<file path="src/rtl/slc_pkg.sv">
// ----------------------------------------------------------------------------
// slc_pkg
// Shared types and constants of the source line classifier: character codes,
// line classes, chunk limit and the item structures passed between stages.
// ----------------------------------------------------------------------------
package slc_pkg;

    localparam int unsigned CHUNK_BYTES = 4095;
    localparam int unsigned CHUNK_W     = $clog2(CHUNK_BYTES + 1);
    localparam int unsigned TOTAL_W     = 32;

    localparam logic [7:0] CHAR_SPACE   = 8'h20;
    localparam logic [7:0] CHAR_TAB     = 8'h09;
    localparam logic [7:0] CHAR_NEWLINE = 8'h0A;
    localparam logic [7:0] CHAR_SLASH   = 8'h2F;
    localparam logic [7:0] CHAR_STAR    = 8'h2A;

    typedef enum logic [1:0] {
        CLASS_BLANK   = 2'd0,
        CLASS_COMMENT = 2'd1,
        CLASS_CODE    = 2'd2
    } line_class_t;

    typedef struct packed {
        logic [7:0] byte_value;
        logic       end_of_file;
    } in_item_t;

    typedef struct packed {
        line_class_t        line_class;
        logic [TOTAL_W-1:0] blank_total;
        logic [TOTAL_W-1:0] comment_total;
        logic [TOTAL_W-1:0] code_total;
        logic [TOTAL_W-1:0] file_total;
        logic               file_done;
    } result_t;

    typedef struct packed {
        logic advance;
        logic line_end;
    } stage_ctl_t;

    function automatic logic [TOTAL_W-1:0] sat_inc(input logic [TOTAL_W-1:0] v);
        sat_inc = (&v) ? v : v + 1'b1;
    endfunction

endpackage

</file>
<file path="src/rtl/slc_in_reg.sv">
// ----------------------------------------------------------------------------
// slc_in_reg
// Input register: holds one accepted byte until the classifier stage takes it.
// ----------------------------------------------------------------------------
module slc_in_reg (
    input  logic              clk,
    input  logic              rst_n,
    input  logic              s_tvalid,
    output logic              s_tready,
    input  slc_pkg::in_item_t in_item,
    input  logic              advance,
    output logic              item_valid,
    output slc_pkg::in_item_t item
);
    import slc_pkg::*;

    logic     valid_reg;
    logic     valid_next;
    in_item_t item_reg;

    assign s_tready   = !valid_reg || advance;
    assign valid_next = s_tvalid || (valid_reg && !advance);

    always_ff @(posedge clk or negedge rst_n)
    begin
        if (!rst_n)
        begin
            valid_reg <= 1'b0;
        end
        else
        begin
            valid_reg <= valid_next;
        end
    end

    always_ff @(posedge clk)
    begin
        if (s_tvalid && s_tready)
        begin
            item_reg <= in_item;
        end
    end

    assign item_valid = valid_reg;
    assign item       = item_reg;

endmodule

</file>
<file path="src/rtl/slc_line_core.sv">
// ----------------------------------------------------------------------------
// slc_line_core
// Line state and totals: tracks leading characters, block comment markers and
// chunk length, classifies a finished line and updates saturating totals.
// ----------------------------------------------------------------------------
module slc_line_core (
    input  logic                 clk,
    input  logic                 rst_n,
    input  slc_pkg::in_item_t    item,
    input  logic                 advance,
    output slc_pkg::stage_ctl_t  ctl,
    output slc_pkg::result_t     result
);
    import slc_pkg::*;

    typedef enum logic [1:0] {
        LEAD_NONE = 2'd0,
        LEAD_ONE  = 2'd1,
        LEAD_TWO  = 2'd2
    } lead_t;

    logic               block_open_reg,    block_open_next;
    logic               still_leading_reg, still_leading_next;
    lead_t              lead_seen_reg,     lead_seen_next;
    logic [7:0]         first_char_reg,    first_char_next;
    logic [7:0]         second_char_reg,   second_char_next;
    logic               prev_star_reg,     prev_star_next;
    logic               close_seen_reg,    close_seen_next;
    logic [CHUNK_W-1:0] chunk_length_reg,  chunk_length_next;
    logic [TOTAL_W-1:0] file_count_reg,    file_count_next;
    logic [TOTAL_W-1:0] blank_count_reg,   blank_count_next;
    logic [TOTAL_W-1:0] comment_count_reg, comment_count_next;
    logic [TOTAL_W-1:0] code_count_reg,    code_count_next;

    logic        is_space;
    logic        is_newline;
    logic        line_end;
    line_class_t cls;

    always_comb
    begin
        is_space   = (item.byte_value == CHAR_SPACE) || (item.byte_value == CHAR_TAB);
        is_newline = (item.byte_value == CHAR_NEWLINE);

        block_open_next    = block_open_reg;
        still_leading_next = still_leading_reg;
        lead_seen_next     = lead_seen_reg;
        first_char_next    = first_char_reg;
        second_char_next   = second_char_reg;
        file_count_next    = file_count_reg;
        blank_count_next   = blank_count_reg;
        comment_count_next = comment_count_reg;
        code_count_next    = code_count_reg;
        chunk_length_next  = chunk_length_reg + 1'b1;

        if (!(still_leading_reg && (is_space || is_newline)))
        begin
            still_leading_next = 1'b0;
            if (lead_seen_reg == LEAD_NONE)
            begin
                first_char_next = item.byte_value;
                lead_seen_next  = LEAD_ONE;
            end
            else if ((lead_seen_reg == LEAD_ONE) && !is_newline)
            begin
                second_char_next = item.byte_value;
                lead_seen_next   = LEAD_TWO;
            end
        end

        close_seen_next = close_seen_reg
                          || (prev_star_reg && (item.byte_value == CHAR_SLASH));
        prev_star_next  = (item.byte_value == CHAR_STAR);

        line_end = is_newline || item.end_of_file
                   || (chunk_length_next >= CHUNK_W'(CHUNK_BYTES));

        cls = CLASS_CODE;
        if (lead_seen_next == LEAD_NONE)
        begin
            cls = CLASS_BLANK;
        end
        else if (block_open_reg)
        begin
            cls = CLASS_COMMENT;
            if (close_seen_next)
            begin
                block_open_next = 1'b0;
            end
        end
        else if ((lead_seen_next == LEAD_TWO) && (first_char_next == CHAR_SLASH)
                 && (second_char_next == CHAR_SLASH))
        begin
            cls = CLASS_COMMENT;
        end
        else if ((lead_seen_next == LEAD_TWO) && (first_char_next == CHAR_SLASH)
                 && (second_char_next == CHAR_STAR))
        begin
            cls = CLASS_COMMENT;
            if (!close_seen_next)
            begin
                block_open_next = 1'b1;
            end
        end

        if (line_end)
        begin
            case (cls)
                CLASS_BLANK:   blank_count_next   = sat_inc(blank_count_reg);
                CLASS_COMMENT: comment_count_next = sat_inc(comment_count_reg);
                default:       code_count_next    = sat_inc(code_count_reg);
            endcase
            still_leading_next = 1'b1;
            lead_seen_next     = LEAD_NONE;
            first_char_next    = '0;
            second_char_next   = '0;
            prev_star_next     = 1'b0;
            close_seen_next    = 1'b0;
            chunk_length_next  = '0;
            if (item.end_of_file)
            begin
                file_count_next = sat_inc(file_count_reg);
                block_open_next = 1'b0;
            end
        end
        else
        begin
            block_open_next = block_open_reg;
        end
    end

    always_ff @(posedge clk or negedge rst_n)
    begin
        if (!rst_n)
        begin
            block_open_reg    <= 1'b0;
            still_leading_reg <= 1'b1;
            lead_seen_reg     <= LEAD_NONE;
            first_char_reg    <= '0;
            second_char_reg   <= '0;
            prev_star_reg     <= 1'b0;
            close_seen_reg    <= 1'b0;
            chunk_length_reg  <= '0;
            file_count_reg    <= '0;
            blank_count_reg   <= '0;
            comment_count_reg <= '0;
            code_count_reg    <= '0;
        end
        else if (advance)
        begin
            block_open_reg    <= block_open_next;
            still_leading_reg <= still_leading_next;
            lead_seen_reg     <= lead_seen_next;
            first_char_reg    <= first_char_next;
            second_char_reg   <= second_char_next;
            prev_star_reg     <= prev_star_next;
            close_seen_reg    <= close_seen_next;
            chunk_length_reg  <= chunk_length_next;
            file_count_reg    <= file_count_next;
            blank_count_reg   <= blank_count_next;
            comment_count_reg <= comment_count_next;
            code_count_reg    <= code_count_next;
        end
    end

    assign ctl.advance  = advance;
    assign ctl.line_end = line_end;

    assign result.line_class    = cls;
    assign result.blank_total   = blank_count_next;
    assign result.comment_total = comment_count_next;
    assign result.code_total    = code_count_next;
    assign result.file_total    = file_count_next;
    assign result.file_done     = item.end_of_file;

endmodule

</file>
<file path="src/rtl/slc_out_reg.sv">
// ----------------------------------------------------------------------------
// slc_out_reg
// Result register: holds one finished line item until the sink takes it.
// ----------------------------------------------------------------------------
module slc_out_reg (
    input  logic                clk,
    input  logic                rst_n,
    input  slc_pkg::stage_ctl_t ctl,
    input  slc_pkg::result_t    result_in,
    output logic                m_tvalid,
    input  logic                m_tready,
    output slc_pkg::result_t    result_out
);
    import slc_pkg::*;

    logic    valid_reg;
    logic    valid_next;
    logic    load;
    result_t result_reg;

    assign load       = ctl.advance && ctl.line_end;
    assign valid_next = load || (valid_reg && !m_tready);

    always_ff @(posedge clk or negedge rst_n)
    begin
        if (!rst_n)
        begin
            valid_reg <= 1'b0;
        end
        else
        begin
            valid_reg <= valid_next;
        end
    end

    always_ff @(posedge clk)
    begin
        if (load)
        begin
            result_reg <= result_in;
        end
    end

    assign m_tvalid   = valid_reg;
    assign result_out = result_reg;

endmodule

</file>
<file path="src/rtl/source_line_classifier.sv">
// ----------------------------------------------------------------------------
// source_line_classifier
// Byte-stream line classifier: sorts each text line into blank, comment or
// code and reports saturating line and file totals on every finished line.
// ----------------------------------------------------------------------------
// A result is valid on the master side once the byte that ends its line has
// passed through the input register and then the result register.
// Throughput: one byte per cycle; a result held by a low m_tready stalls
// every byte behind it until the result is taken.
// Bytes that do not end a line produce no item on the master side.
// Reset clears all line state, the block comment flag and every total.
module source_line_classifier (
    input  logic         clk,
    input  logic         rst_n,
    input  logic         s_tvalid,
    output logic         s_tready,
    input  logic [7:0]   s_tdata,   // [7:0] byte_value
    input  logic         s_tlast,   // end_of_file
    output logic         m_tvalid,
    input  logic         m_tready,
    output logic [127:0] m_tdata,   // [31:0] blank_total, [63:32] comment_total,
                                    // [95:64] code_total, [127:96] file_total
    output logic [1:0]   m_tuser,   // [1:0] line_class
    output logic         m_tlast    // file_done
);
    import slc_pkg::*;

    in_item_t   in_item;
    in_item_t   item;
    logic       item_valid;
    logic       advance;
    stage_ctl_t ctl;
    result_t    core_result;
    result_t    out_result;

    assign in_item.byte_value  = s_tdata;
    assign in_item.end_of_file = s_tlast;

    assign advance = item_valid && (!m_tvalid || m_tready);

    slc_in_reg u_in_reg (
        .clk        (clk),
        .rst_n      (rst_n),
        .s_tvalid   (s_tvalid),
        .s_tready   (s_tready),
        .in_item    (in_item),
        .advance    (advance),
        .item_valid (item_valid),
        .item       (item)
    );

    slc_line_core u_line_core (
        .clk     (clk),
        .rst_n   (rst_n),
        .item    (item),
        .advance (advance),
        .ctl     (ctl),
        .result  (core_result)
    );

    slc_out_reg u_out_reg (
        .clk        (clk),
        .rst_n      (rst_n),
        .ctl        (ctl),
        .result_in  (core_result),
        .m_tvalid   (m_tvalid),
        .m_tready   (m_tready),
        .result_out (out_result)
    );

    assign m_tdata = {out_result.file_total, out_result.code_total,
                      out_result.comment_total, out_result.blank_total};
    assign m_tuser = out_result.line_class;
    assign m_tlast = out_result.file_done;

endmodule

</file>
<file path="config.mk">
export PLATFORM = sky130hd
export DESIGN_NAME = source_line_classifier
export DESIGN_NICKNAME = d
export VERILOG_FILES = /design/src/rtl/slc_pkg.sv /design/src/rtl/slc_in_reg.sv /design/src/rtl/slc_line_core.sv /design/src/rtl/slc_out_reg.sv /design/src/rtl/source_line_classifier.sv
export SDC_FILE = /design/constraint.sdc
export NUM_CORES = 1
export LEC_CHECK = 0
export BUFFER_PORTS_ARGS = -buffer_cell sky130_fd_sc_hd__buf_4
export CAP_MARGIN = 30
export CELL_PAD_IN_SITES_DETAIL_PLACEMENT = 1
export CELL_PAD_IN_SITES_GLOBAL_PLACEMENT = 1
export CORE_ASPECT_RATIO = 0.9
export CORE_UTILIZATION = 48
export DETAILED_ROUTE_END_ITERATION = 7
export MAX_ROUTING_LAYER = met4
export PLACE_DENSITY = 0.82
export RECOVER_POWER = 100
export SLEW_MARGIN = 20
export SYNTH_ARGS = -nofsm -noshare
export SYNTH_HDL_FRONTEND = slang
export SYNTH_SLANG_ARGS = --single-unit
</file>
<file path="constraint.sdc">
create_clock -name clk -period 11.4 [get_ports clk]
set_clock_uncertainty 0.15 [all_clocks]
set_input_delay 1.14 -clock clk [delete_from_list [all_inputs] [get_ports clk]]
set_output_delay 1.14 -clock clk [all_outputs]
set_load 0.005 [all_outputs]
</file>
Yosys cells after proc, flatten, opt, wreduce, memory -nomap -nowiden
Index checks and enable logic that the tools add are counted.
- bits in registers: 304
- input port bits: 13
- output and inout port bits: 133
- add/sub/neg operators: 5
- $lt $le $gt $ge: 1
- eq/ne operators: 13
- mux-type cells: 38
- reductions and logical operators: 35
- operator list (operator ; number):
    32-bit two-way mux ; 12
    32-bit by 1-bit adder with 32-bit output, second input constant ; 4
    32-bit AND reduction ; 4
    8-bit two-way mux ; 7
    8-bit by 6-bit equality test with 1-bit output, second input constant ; 6
    8-bit by 4-bit equality test with 1-bit output, second input constant ; 2
    2-bit two-way mux ; 8
    12-bit by 1-bit adder with 12-bit output, second input constant ; 1
    12-bit greater-or-equal comparator, second input constant ; 1
    12-bit two-way mux ; 1
    1-bit logical AND ; 11
    1-bit two-way mux ; 10
    1-bit logical OR ; 9
    2-bit logical NOT ; 3
    1-bit logical NOT ; 5
    2-bit by 1-bit equality test with 1-bit output, second input constant ; 2
    3-bit AND reduction ; 1
    2-bit equality test, second input constant ; 1
    2-bit by 1-bit inequality test with 1-bit output, second input constant ; 1
    2-bit inequality test, second input constant ; 1
    2-bit AND reduction ; 1
    2-bit OR reduction ; 1

Logic depth before layout (Yosys ltp)
Gate-level depths: netlist of run 1.
- depth in word-level cells: 17
- mapped depth: 10
- depth with buffers taken out: 8

Cells and area by module
A second synthesis of run 1 with hierarchy kept.
- cells, all modules: 1267
- area total of the unflattened synthesis: 14490.1 um2
- modules (own cells, without submodules) (module ; instances ; cells an instance ; area each (um2) ; sequential area each (um2)):
    slc_line_core ; 1 ; 1117 ; 10176.0 ; 4055.1
    slc_out_reg ; 1 ; 135 ; 3978.8 ; 3958.8
    slc_in_reg ; 1 ; 13 ; 324.1 ; 295.3
    source_line_classifier ; 1 ; 2 ; 11.3 ; 0.0

Worst setup path before layout of run 1
No wires, ideal clock.
- kind: reg2reg
- start: register u_line_core.chunk_length_reg[0]
- end: register u_line_core.blank_count_reg[23]
- data arrival time: 8151 ps
- data required time: 11147 ps
- path slack: 2996 ps
- stages on the path, launching flop included: 10
- clock period less this slack: 8404 ps
- cells stage by stage: dfrtp_1 ha_1 xor2_1 nand3_1 or4_4 o31a_1 buf_2 nor2_1 nand2_1 xnor2_1
- word-level cells in the longest chain between the ends: 4
- RTL lines (element ; line ; RTL):
    start: declaration ; slc_line_core.sv:29 ; logic [CHUNK_W-1:0] chunk_length_reg, chunk_length_next;
    start signal: assignment ; slc_line_core.sv:158 ; chunk_length_reg <= chunk_length_next;
    12-bit by 1-bit adder with 12-bit output ; slc_line_core.sv:54 ; chunk_length_next = chunk_length_reg + 1'b1;
    12-bit greater-or-equal comparator ; slc_line_core.sv:76 ; || (chunk_length_next >= CHUNK_W'(CHUNK_BYTES));
    1-bit logical OR ; slc_line_core.sv:76 ;
    32-bit two-way mux ; slc_line_core.sv:106 ; if (line_end)
    end signal: assignment ; slc_line_core.sv:160 ; blank_count_reg <= blank_count_next;
    end: declaration ; slc_line_core.sv:31 ; logic [TOTAL_W-1:0] blank_count_reg, blank_count_next;
Every way passes these cells.
A chain may end at the register's enable or synchronous reset.

Final worst setup path of run 1
Same ends and word-level chain as after synthesis.

==> run metrics, run 1 <==
IO Port Bufs=145; synthesis-stage register bit count=304; max reg flops=131; final setup violation count=0; Hold Crit Class=reg -> reg; total CTS buffers=34; Die H=166 microns; worst path buffer plus inverter count=2; Syn Nets=1272; Mapped Area=14400 sq um; CP Class=reg -> reg; first-pass GRT wire length=58.4 mm; Slew HR=-186%; DRT iter0 DRCs=619; Setup Fix Bufs, Post-CTS=0; worst path cell trace=ha_1 -> xor2_1 -> nand3_1 -> or4_1 -> o31a_1 -> nor2_1 -> clkbuf_1 -> clkbuf_1 -> nand2_1 -> xnor2_1; TritonCTS clock tree=yes; clock insertion delay at the later pin of the skew report=0.51 ns; Fin Setup TNS=0 ns; max_cap viols=7; Layout Nets=1411; Max clock buf depth=3; via/cell ratio=5.68; DR vias=10294; sw frac=24.2%; # DRC=0; Post-DP Area=15800 sq um; pin slew with the least headroom to its limit=4.30 ns; row count=59; type of origin of the critical path=flip-flop; Power Internal=1.91 mW; Die Width=185 microns; Total Routing Usage GR=24.4%; min Tclk post-route=7.11 ns; run status=finished, violations left; Top delay family on crit path=buffers and inverters; TritonRoute pass-1 iters=4; f_max=141 MHz; unrepaired setup endpoints after global routing=false; net switching power=613 uW; CTS sink cnt=304; Cell variety after synth=61; share of layout cells above drive strength 1=14.2%; area overhead of the layout relative to synthesis=16.4%; most used cell, CP=clkbuf_1; leakage power total=7.09 nW; hold buffer count at cts=0; VDD IR max=0.0973 mV; sequential power share=51.1%; register area share after synthesis=57.7%; DP Wirelength=23.5 mm; # IOs=146; CP Capture Type=flip-flop; yosys warns=0; htree depth=2; clock share of power=40.5%; Critical Path Max Stage Delay=2.20 ns; fin crit share=62.4%; Antenna Nets Post-Route=0; vias in the first global route=10902; Post-CTS Resized=0; Main synth FF type=dfrtp_1; die footprint=30700 sq um; Combinational Power Share=8.4%; Avg Inst Size Synth=11.5 sq um; fin. max-slew vios=289; slowest CP cell=clkbuf_1; Post-synth EDFFs=140; CP max FO=53; number of diodes=0; Worst Path Arrival=7.34 ns; CTS root buf=clkbuf_16; Routed WL=35.7 mm; final hold violation count=0; gr ovfl total=0; antenna violations before repair=0; DR WL/cell=19.7 microns; Initial Util=49.3%; cell count after synthesis=1253; pin count of the biggest net entering global routing=96; Placeable Area=29200 sq um; fin area=16800 sq um; cell area power density=151 nW/um^2; post-synthesis async set-or-reset flop share=53.9%; Req. time, crit path=11.63 ns; Clock Pin Slew Worst Setup and Hold Paths=0.06 ns; failing checks=capacitance limit, slew limit; gpl congestion=0.831
## cells by family after synthesis
| family | Yosys count | synth area share [%] |
|---|---|---|
| and+or+nand+nor | 543 | 20.3 |
| DFF | 304 | 57.7 |
| xor gates and xnor gates | 253 | 15.4 |
| AOI/OAI and AO/OA | 71 | 3.73 |
| buffers and inverters | 70 | 1.97 |
| muxes | 6 | 0.469 |
| adders and majority gates | 6 | 0.521 |
## cell usage in the layout (no fill, tap or decap), types with 6 or more instances in the layout
master,n
and4_1,19
nor3_1,55
nor2_1,85
and3_1,33
buf_4,6
clkbuf_16,35
or4_1,7
ha_1,6
o31ai_1,11
a22o_1,16
clkbuf_4,128
inv_1,11
edfxtp_1,140
nand2_1,100
nand4_1,75
o21ai_0,14
dfrtp_1,163
and2_1,14
nand2b_1,11
a21oi_1,9
clkbuf_1,36
nand3_1,89
xor2_1,112
nor4_1,23
or3_1,7
xnor2_1,141
## synth_stat cells, drive strengths merged, types with 3 or more instances
cell | instances | area share (%)
dfrtp | 163 | 28
xnor2 | 141 | 8.6
edfxtp | 140 | 29
xor2 | 112 | 6.8
nand2 | 101 | 2.6
nand3 | 89 | 3.1
nor2 | 85 | 2.2
nand4 | 75 | 3.3
nor3 | 55 | 1.9
clkbuf | 38 | 0.99
and3 | 34 | 1.5
nor4 | 24 | 1.5
buf | 21 | 0.69
and4 | 19 | 1.2
and2 | 17 | 0.74
a22o | 16 | 0.97
o21ai | 14 | 0.49
inv | 11 | 0.29
nand2b | 11 | 0.48
o31ai | 11 | 0.67
a21oi | 9 | 0.31
or3 | 7 | 0.30
or4 | 7 | 0.39
ha | 6 | 0.52
mux2 | 6 | 0.47
or2 | 6 | 0.26
a21o | 3 | 0.16
nand4b | 3 | 0.18
nor4b | 3 | 0.23
## power groups by stage
| stage | Clock, mW | Sequential, mW | Combinational (mW) |
|---|---|---|---|
| after floorplan | 0 | 1.30 | 0.130 |
| final | 1.02 | 1.29 | 0.213 |
| after global placement | 0 | 1.31 | 0.210 |
| after global routing | 1.08 | 1.30 | 0.238 |
| after detailed placement | 0 | 1.31 | 0.222 |
| after CTS | 1.04 | 1.29 | 0.223 |
## layout make-up
| type | count | area [sq um] |
|---|---|---|
| Multi-Input combinational cell | 879 | 5740 |
| Timing Repair Buffer | 162 | 1150 |
| Clock inverter | 10 | 51.3 |
| Sequential cell | 304 | 8310 |
| Inverter | 11 | 41.3 |
| Clock buffer | 50 | 982 |
| Tap cell | 396 | 495 |
| Fill cell | 3106 | 12500 |
## final timing paths
path | from | end | slack [ns] | cells after the start
worst min-delay path | u_line_core.chunk_length_reg[11] | u_line_core.chunk_length_reg[11] | 0.36 | 1
worst max register to register | u_line_core.chunk_length_reg[0] | u_line_core.blank_count_reg[23] | 4.29 | 10
worst min register to register | u_line_core.chunk_length_reg[11] | u_line_core.chunk_length_reg[11] | 0.36 | 1
min in group asynchronous | rst_n | u_line_core.file_count_reg[14] | 0.72 | 1
max in group asynchronous | rst_n | u_line_core.comment_count_reg[19] | 5.47 | 4
worst max-delay path | u_line_core.chunk_length_reg[0] | u_line_core.blank_count_reg[23] | 4.29 | 10
## stage by stage
step,cells,hold slack [ns],setup WS (ns),util (%),power (mW)
after floorplan,1253,0.291,3.00,-,1.43
after global placement,1744,0.318,7.48,54.2,1.52
after detailed placement,1745,0.341,7.34,54.2,1.53
after CTS,1805,0.351,7.29,57.8,2.56
after global routing,1812,0.375,3.54,57.4,2.62
final,1812,0.355,4.29,57.4,2.53
## layer usage
layer / track usage [%] / up-vias / part of all wire, %
met4: 6.58 / 0 / 2.2
met2: 39.2 / 199 / 49
met5: - / - / 0
met3: 2.81 / 65 / 3.2
met1: 32.8 / 5258 / 45
li1: - / 4772 / -
Power figures use the tool's default switching activity.
==> run 2, diff against run 1 <==
clock period = 6.9 ns   (was 11.4 ns; I/O delays follow)
==> run 2 against run 1 <==
  * The flow still finishes with violations (capacitance limit, slew limit)
  * Die area unchanged
  * Worst setup slack worse by 2.4 ns
  * Maximum frequency is 43% higher
  * Clock-buffer cell count down 2
  * Sequential share of layout area fell by 0.66 points
  * Sequential cell count did not move
  * Final area increased by 1.4%
  * Hold slack got worse by 0.13 ns
  * Utilization rose by 0.78 points
  * Critical path type unchanged
==> run metrics, run 2 (synthesis results as in run 1) <==
Routed WL=36.7 mm (+2.8%); die footprint=30700 sq um (unchanged); htree depth=2 (unchanged); cell area power density=263 nW/um^2 (+75%); type of origin of the critical path=flip-flop; Combinational Power Share=8.0% (-0.4 points); Fin Setup TNS=0 ns (unchanged); Critical Path Max Stage Delay=2.12 ns (-0.08 ns); sequential power share=47.7% (-3.4 points); Initial Util=49.3% (unchanged); CTS root buf=clkbuf_16; Total Routing Usage GR=25.2% (+0.84 points); worst path buffer plus inverter count=1 (-1); Final Core Density=58.1% (+0.78 points); gpl congestion=0.840 (+1.1%); final setup violation count=0 (unchanged); TritonRoute pass-1 iters=5 (+1); DR WL/cell=20.2 microns (+2.7%); Antenna Nets Post-Route=0 (unchanged); IO Port Bufs=145 (unchanged); failing checks=capacitance limit, slew limit; antenna violations before repair=0 (unchanged); min-delay src=s_tdata[3]; CP Class=reg -> reg; unrepaired setup endpoints after global routing=false; net switching power=1.05 mW (+71%); # DRC=0 (unchanged); most frequent cells in the layout=dfrtp_1 (163), xnor2_1 (141), edfxtp_1 (140); CTS sink cnt=304 (unchanged); final hold violation count=0 (unchanged); Placeable Area=29200 sq um (unchanged); most common cell after layout, fill and taps aside=dfrtp_1; fin. max-slew vios=227 (-21%); crit path from=u_line_core.chunk_length_reg[0]; Req. time, crit path=6.80 ns (-4.83 ns); min Tclk post-route=4.96 ns (-2.15 ns); DP Wirelength=23.9 mm (+1.8%); clock insertion delay at the later pin of the skew report=0.51 ns (about the same); Max clock buf depth=3 (unchanged); DR vias=10414 (+1.2%); register area=8310 sq um (unchanged); pre-CTS setup slack=3.07 ns (-4.27 ns); f_max=202 MHz (+43%); number of diodes=0 (unchanged); first-pass GRT wire length=59.6 mm (+2.2%); Slew HR=-98.8% (+88 points); area overhead of the layout relative to synthesis=18.0%; total CTS buffers=35 (+2.9%); Hold Crit Class=in -> reg; run status=finished, violations left; worst path cell trace=ha_1 -> xor2_1 -> nand3_1 -> or4_4 -> o31a_1 -> nor2_4 -> clkbuf_1; Die Width=185 microns (unchanged); vias in the first global route=11162 (+2.4%); max_cap viols=7 (unchanged); multi-input logic area=5760 sq um (+0.24%); slowest CP cell=clkbuf_1; fin crit share=71.9% (+9.5 points); # IOs=146 (unchanged); row count=59 (unchanged); DRT iter0 DRCs=467 (-25%); TritonCTS clock tree=yes; Die H=166 microns (unchanged); filler instances=3119 (+0.42%); CP Capture Type=flip-flop; VDD IR max=0.164 mV (+69%); worst r2r src=u_line_core.chunk_length_reg[0]; CP max FO=50 (-5.7%); Worst Path Arrival=4.87 ns (-2.47 ns); Layout Nets=1411 (unchanged); Clock Pin Slew Worst Setup and Hold Paths=0.06 ns (about the same); max reg flops=131 (unchanged); Top delay family on crit path=buffers and inverters; clock share of power=44.3% (+3.8 points); sw frac=23.4% (-0.88 points); via/cell ratio=5.74 (+1.1%); Total Power=4.47 mW (+77%); leakage power total=7.20 nW (+1.5%); share of layout cells above drive strength 1=14.5% (+0.33 points); post-route setup slack=1.94 ns (-2.35 ns); pin slew with the least headroom to its limit=2.98 ns (-1.31 ns); pin count of the biggest net entering global routing=99 (+3.1%); gr ovfl total=0 (unchanged); Power Internal=3.43 mW (+79%)
[run 2: through the flow]
step	hold WS, ns	std cells	cell area [sq um]
after floorplan	0.244	1253	14400
after global placement	0.329	1745	15800
after detailed placement	0.329	1746	15900
after CTS	0.189	1809	17100
after global routing	0.212	1814	17000
final	0.230	1814	17000
[run 2: worst paths after layout]
path / end / slack (ns) / depth (start not counted)
setup reg to reg: u_out_reg.result_out[7] / 1.94 / 7
setup / recovery: u_out_reg.result_out[7] / 1.94 / 7
max in group asynchronous: u_line_core.blank_count_reg[19] / 2.33 / 4
hold / removal: u_in_reg.item[4] / 0.23 / 1
min in group asynchronous: u_line_core.file_count_reg[15] / 1.15 / 2
hold reg to reg: u_line_core.chunk_length_reg[11] / 0.35 / 1
[run 2: timing repair]
item,CTS,global route
hold buffers,0,1
hold endpoints to repair,0,28
gates resized for setup,0,0
setup buffers,0,0
endpoints found under the setup margin,0,0
[run 2: cell type report]
type | count | area share (%)
clock buffers | 48 | 5.93
clock inverters | 15 | 1.36
inverters | 11 | 0.243
multi-input cells | 879 | 33.9
flip-flops and latches | 304 | 48.9
well taps | 396 | 2.92
repair buffers | 161 | 6.79
[run 2: power by group through the flow]
stage / Clock (mW) / Combinational (mW) / Sequential (mW)
3_5_place_dp: 0 / 0.367 / 2.16
6_report: 1.98 / 0.360 / 2.13
3_3_place_gp: 0 / 0.348 / 2.15
5_1_grt: 2.09 / 0.399 / 2.15
2_1_floorplan: 0 / 0.216 / 2.14
4_1_cts: 2.02 / 0.372 / 2.13
[run 2: routing by layer]
| metal | vias to the layer above | routed length [microns] | global-route usage, % | share of wire (%) |
|---|---|---|---|---|
| li1 | 4773 | - | - | - |
| met1 | 5330 | 15900 | 32.6 | 43 |
| met2 | 236 | 18600 | 41.3 | 51 |
| met3 | 75 | 1250 | 2.98 | 3.4 |
| met4 | 0 | 941 | 8.52 | 2.6 |
| met5 | - | 0 | - | 0 |
==> run 3, diff against run 2 <==
CORE_UTILIZATION = 43   (was 48)
PLACE_DENSITY = 0.77   (was 0.82)
clock period = 4.55 ns   (was 6.9 ns; I/O delays follow)
==> run 3 against run 2 <==
  * The flow still finishes with violations (capacitance limit, slew limit)
  * Largest power group unchanged
  * Non-clock buffer count grew 19
  * Clock-buffer cell count grew 7
  * Critical endpoint is now u_line_core.comment_count_reg[1]
  * Critical path depth grew 2
==> run metrics, run 3 (synthesis results as in run 1) <==
Max clock buf depth=3 (unchanged); row count=63 (+6.8%); CTS sink cnt=304 (unchanged); fin crit share=88.4% (+16 points); vias in the first global route=10867 (-2.6%); antenna violations before repair=0 (unchanged); htree depth=2 (unchanged); min Tclk post-route=4.02 ns (-0.939 ns); total CTS buffers=35 (unchanged); net switching power=1.56 mW (+49%); TritonCTS clock tree=yes; Critical Path Max Stage Delay=0.82 ns (-1.30 ns); failing checks=capacitance limit, slew limit; f_max=249 MHz (+23%); Total Routing Usage GR=21.9% (-3.3 points); most used cell, CP=nand3_1; via/cell ratio=5.51 (-4.0%); most frequent cells in the layout=dfrtp_1 (163), xnor2_1 (141), edfxtp_1 (140); fin. max-slew vios=88 (-61%); Clock Pin Slew Worst Setup and Hold Paths=0.06 ns (about the same); max_cap viols=1 (-6); VDD IR max=0.222 mV (+35%); Setup Fix Bufs, Post-CTS=0 (unchanged); # DRC=0 (unchanged); Post-CTS Resized=0 (unchanged); multi-input logic area=5770 sq um (+0.30%); final hold violation count=0 (unchanged); crit path from=u_line_core.chunk_length_reg[0]; slowest CP cell=o31ai_1; IO Port Bufs=145 (unchanged); Power Internal=4.87 mW (+42%); CTS root buf=clkbuf_16; area overhead of the layout relative to synthesis=18.1%; sequential power share=50.3% (+2.6 points); gr ovfl total=0 (unchanged); clock share of power=41.2% (-3.1 points); Die Width=195 microns (+5.6%); pin count of the biggest net entering global routing=97 (-2.0%); Hold Path Cell Cnt=3 (+2); Req. time, crit path=4.79 ns (-2.01 ns); hold buffer count at cts=11 (+11); type of origin of the critical path=flip-flop; share of layout cells above drive strength 1=14.8% (+0.23 points); cell area power density=378 nW/um^2 (+43%); worst path buffer plus inverter count=1 (unchanged); Worst path depth=9 (+2); CP endpoint=u_line_core.comment_count_reg[1]; Layout Nets=1430 (+1.3%); reg-to-reg critical path endpoint=u_line_core.comment_count_reg[1]; Slew HR=-58.8% (+40 points); Worst Path Arrival=4.26 ns (-0.61 ns); most common cell after layout, fill and taps aside=dfrtp_1; flop2flop setup slack=0.53 ns (-1.41 ns); pin slew with the least headroom to its limit=2.38 ns (-0.601 ns); CP max FO=16 (-68%); # IOs=146 (unchanged); worst path cell trace=ha_1 -> xor2_1 -> nand3_1 -> or4_4 -> o31ai_1 -> nand3_1 -> clkbuf_1 -> nor3_1 -> mux2_2; CP Class=reg -> reg; worst r2r src=u_line_core.chunk_length_reg[0]; CP Capture Type=flip-flop; TritonRoute pass-1 iters=5 (unchanged); DRT iter0 DRCs=632 (+35%); Die H=176 microns (+5.6%); Top delay family on crit path=simple AND/OR/NAND/NOR gates; final setup violation count=0 (unchanged); leakage power total=7.20 nW (about the same); Hold Crit Class=in -> reg; Fin Setup TNS=0 ns (unchanged); register area=8310 sq um (unchanged); die footprint=34200 sq um (+11%); DR vias=10253 (-1.5%); Min Hold Slack=0.169 ns (-0.0603 ns); gpl congestion=0.852 (+1.4%); filler instances=3479 (+12%); unrepaired setup endpoints after global routing=false; Placeable Area=32900 sq um (+13%); Worst Reg-to-Reg Cells=9 (+2); DR WL/cell=19.0 microns (-5.9%); run status=finished, violations left; Initial Util=43.7% (-5.6 points); Antenna Nets Post-Route=0 (unchanged); DP Wirelength=23.5 mm (-1.7%); clock insertion delay at the later pin of the skew report=0.51 ns (about the same); Combinational Power Share=8.5% (+0.5 points); max reg flops=131 (unchanged); Routed WL=35.4 mm (-3.6%); sw frac=24.2% (+0.88 points); first-pass GRT wire length=58.7 mm (-1.6%)
==> run 3: metal layers <==
layer	global-route usage [%]	vias to the layer above	routed length (microns)
met5	-	-	0
met4	5.38	0	573
met3	2.73	40	1130
met2	35.7	167	17200
met1	29.1	5234	16500
li1	-	4812	-
==> run 3: worst min path at each step <==
stage | from | endpoint | slack (ns)
floorplan | rst_n | u_in_reg.item_valid | 0.009
global placement | u_line_core.close_seen_reg | u_line_core.close_seen_reg | 0.33
detailed placement | u_line_core.chunk_length_reg[11] | u_line_core.chunk_length_reg[11] | 0.33
CTS | m_tready | u_in_reg.item_valid | 0.14
global route | m_tready | u_in_reg.item_valid | 0.20
finish | m_tready | u_in_reg.item_valid | 0.17
==> run 3: area by class of cell <==
cell class	count	share of cell area, %
Inverter	11	0.243
Clock buffer	55	6.07
Multi-Input combinational cell	879	33.9
Tap cell	422	3.10
Sequential cell	304	48.8
Clock inverter	8	0.221
Timing Repair Buffer	180	7.59
Antenna cell	1	0.0147
==> run 3: worst reg2reg max path, stage by stage (launching register included) <==
cell and delay [ns]:
dfrtp_1 0.42, ha_1 0.31, xor2_1 0.19, nand3_1 0.11, or4_4 0.49, o31ai_1 0.82
nand3_1 0.18, clkbuf_1 0.44, nor3_1 0.42, mux2_2 0.39
==> run 3: per-stage QoR <==
step	cells	instance area [sq um]	power [mW]	utilization, %	setup WS [ns]
final	1860	17000	6.42	51.6	0.527
after global routing	1859	17000	6.68	51.6	0.278
after CTS	1859	17200	6.54	52.2	0.848
after detailed placement	1785	16000	3.84	48.6	0.865
after global placement	1784	16000	3.81	48.6	1.08
after floorplan	1253	14400	3.57	-	0.0129
==> run 3: power by group through the flow <==
stage	clock, mW	combinational (mW)	sequential (mW)
after floorplan	0	0.328	3.24
after global placement	0	0.542	3.27
after detailed placement	0	0.564	3.28
after CTS	2.73	0.576	3.23
after global routing	2.82	0.607	3.25
final	2.65	0.546	3.23
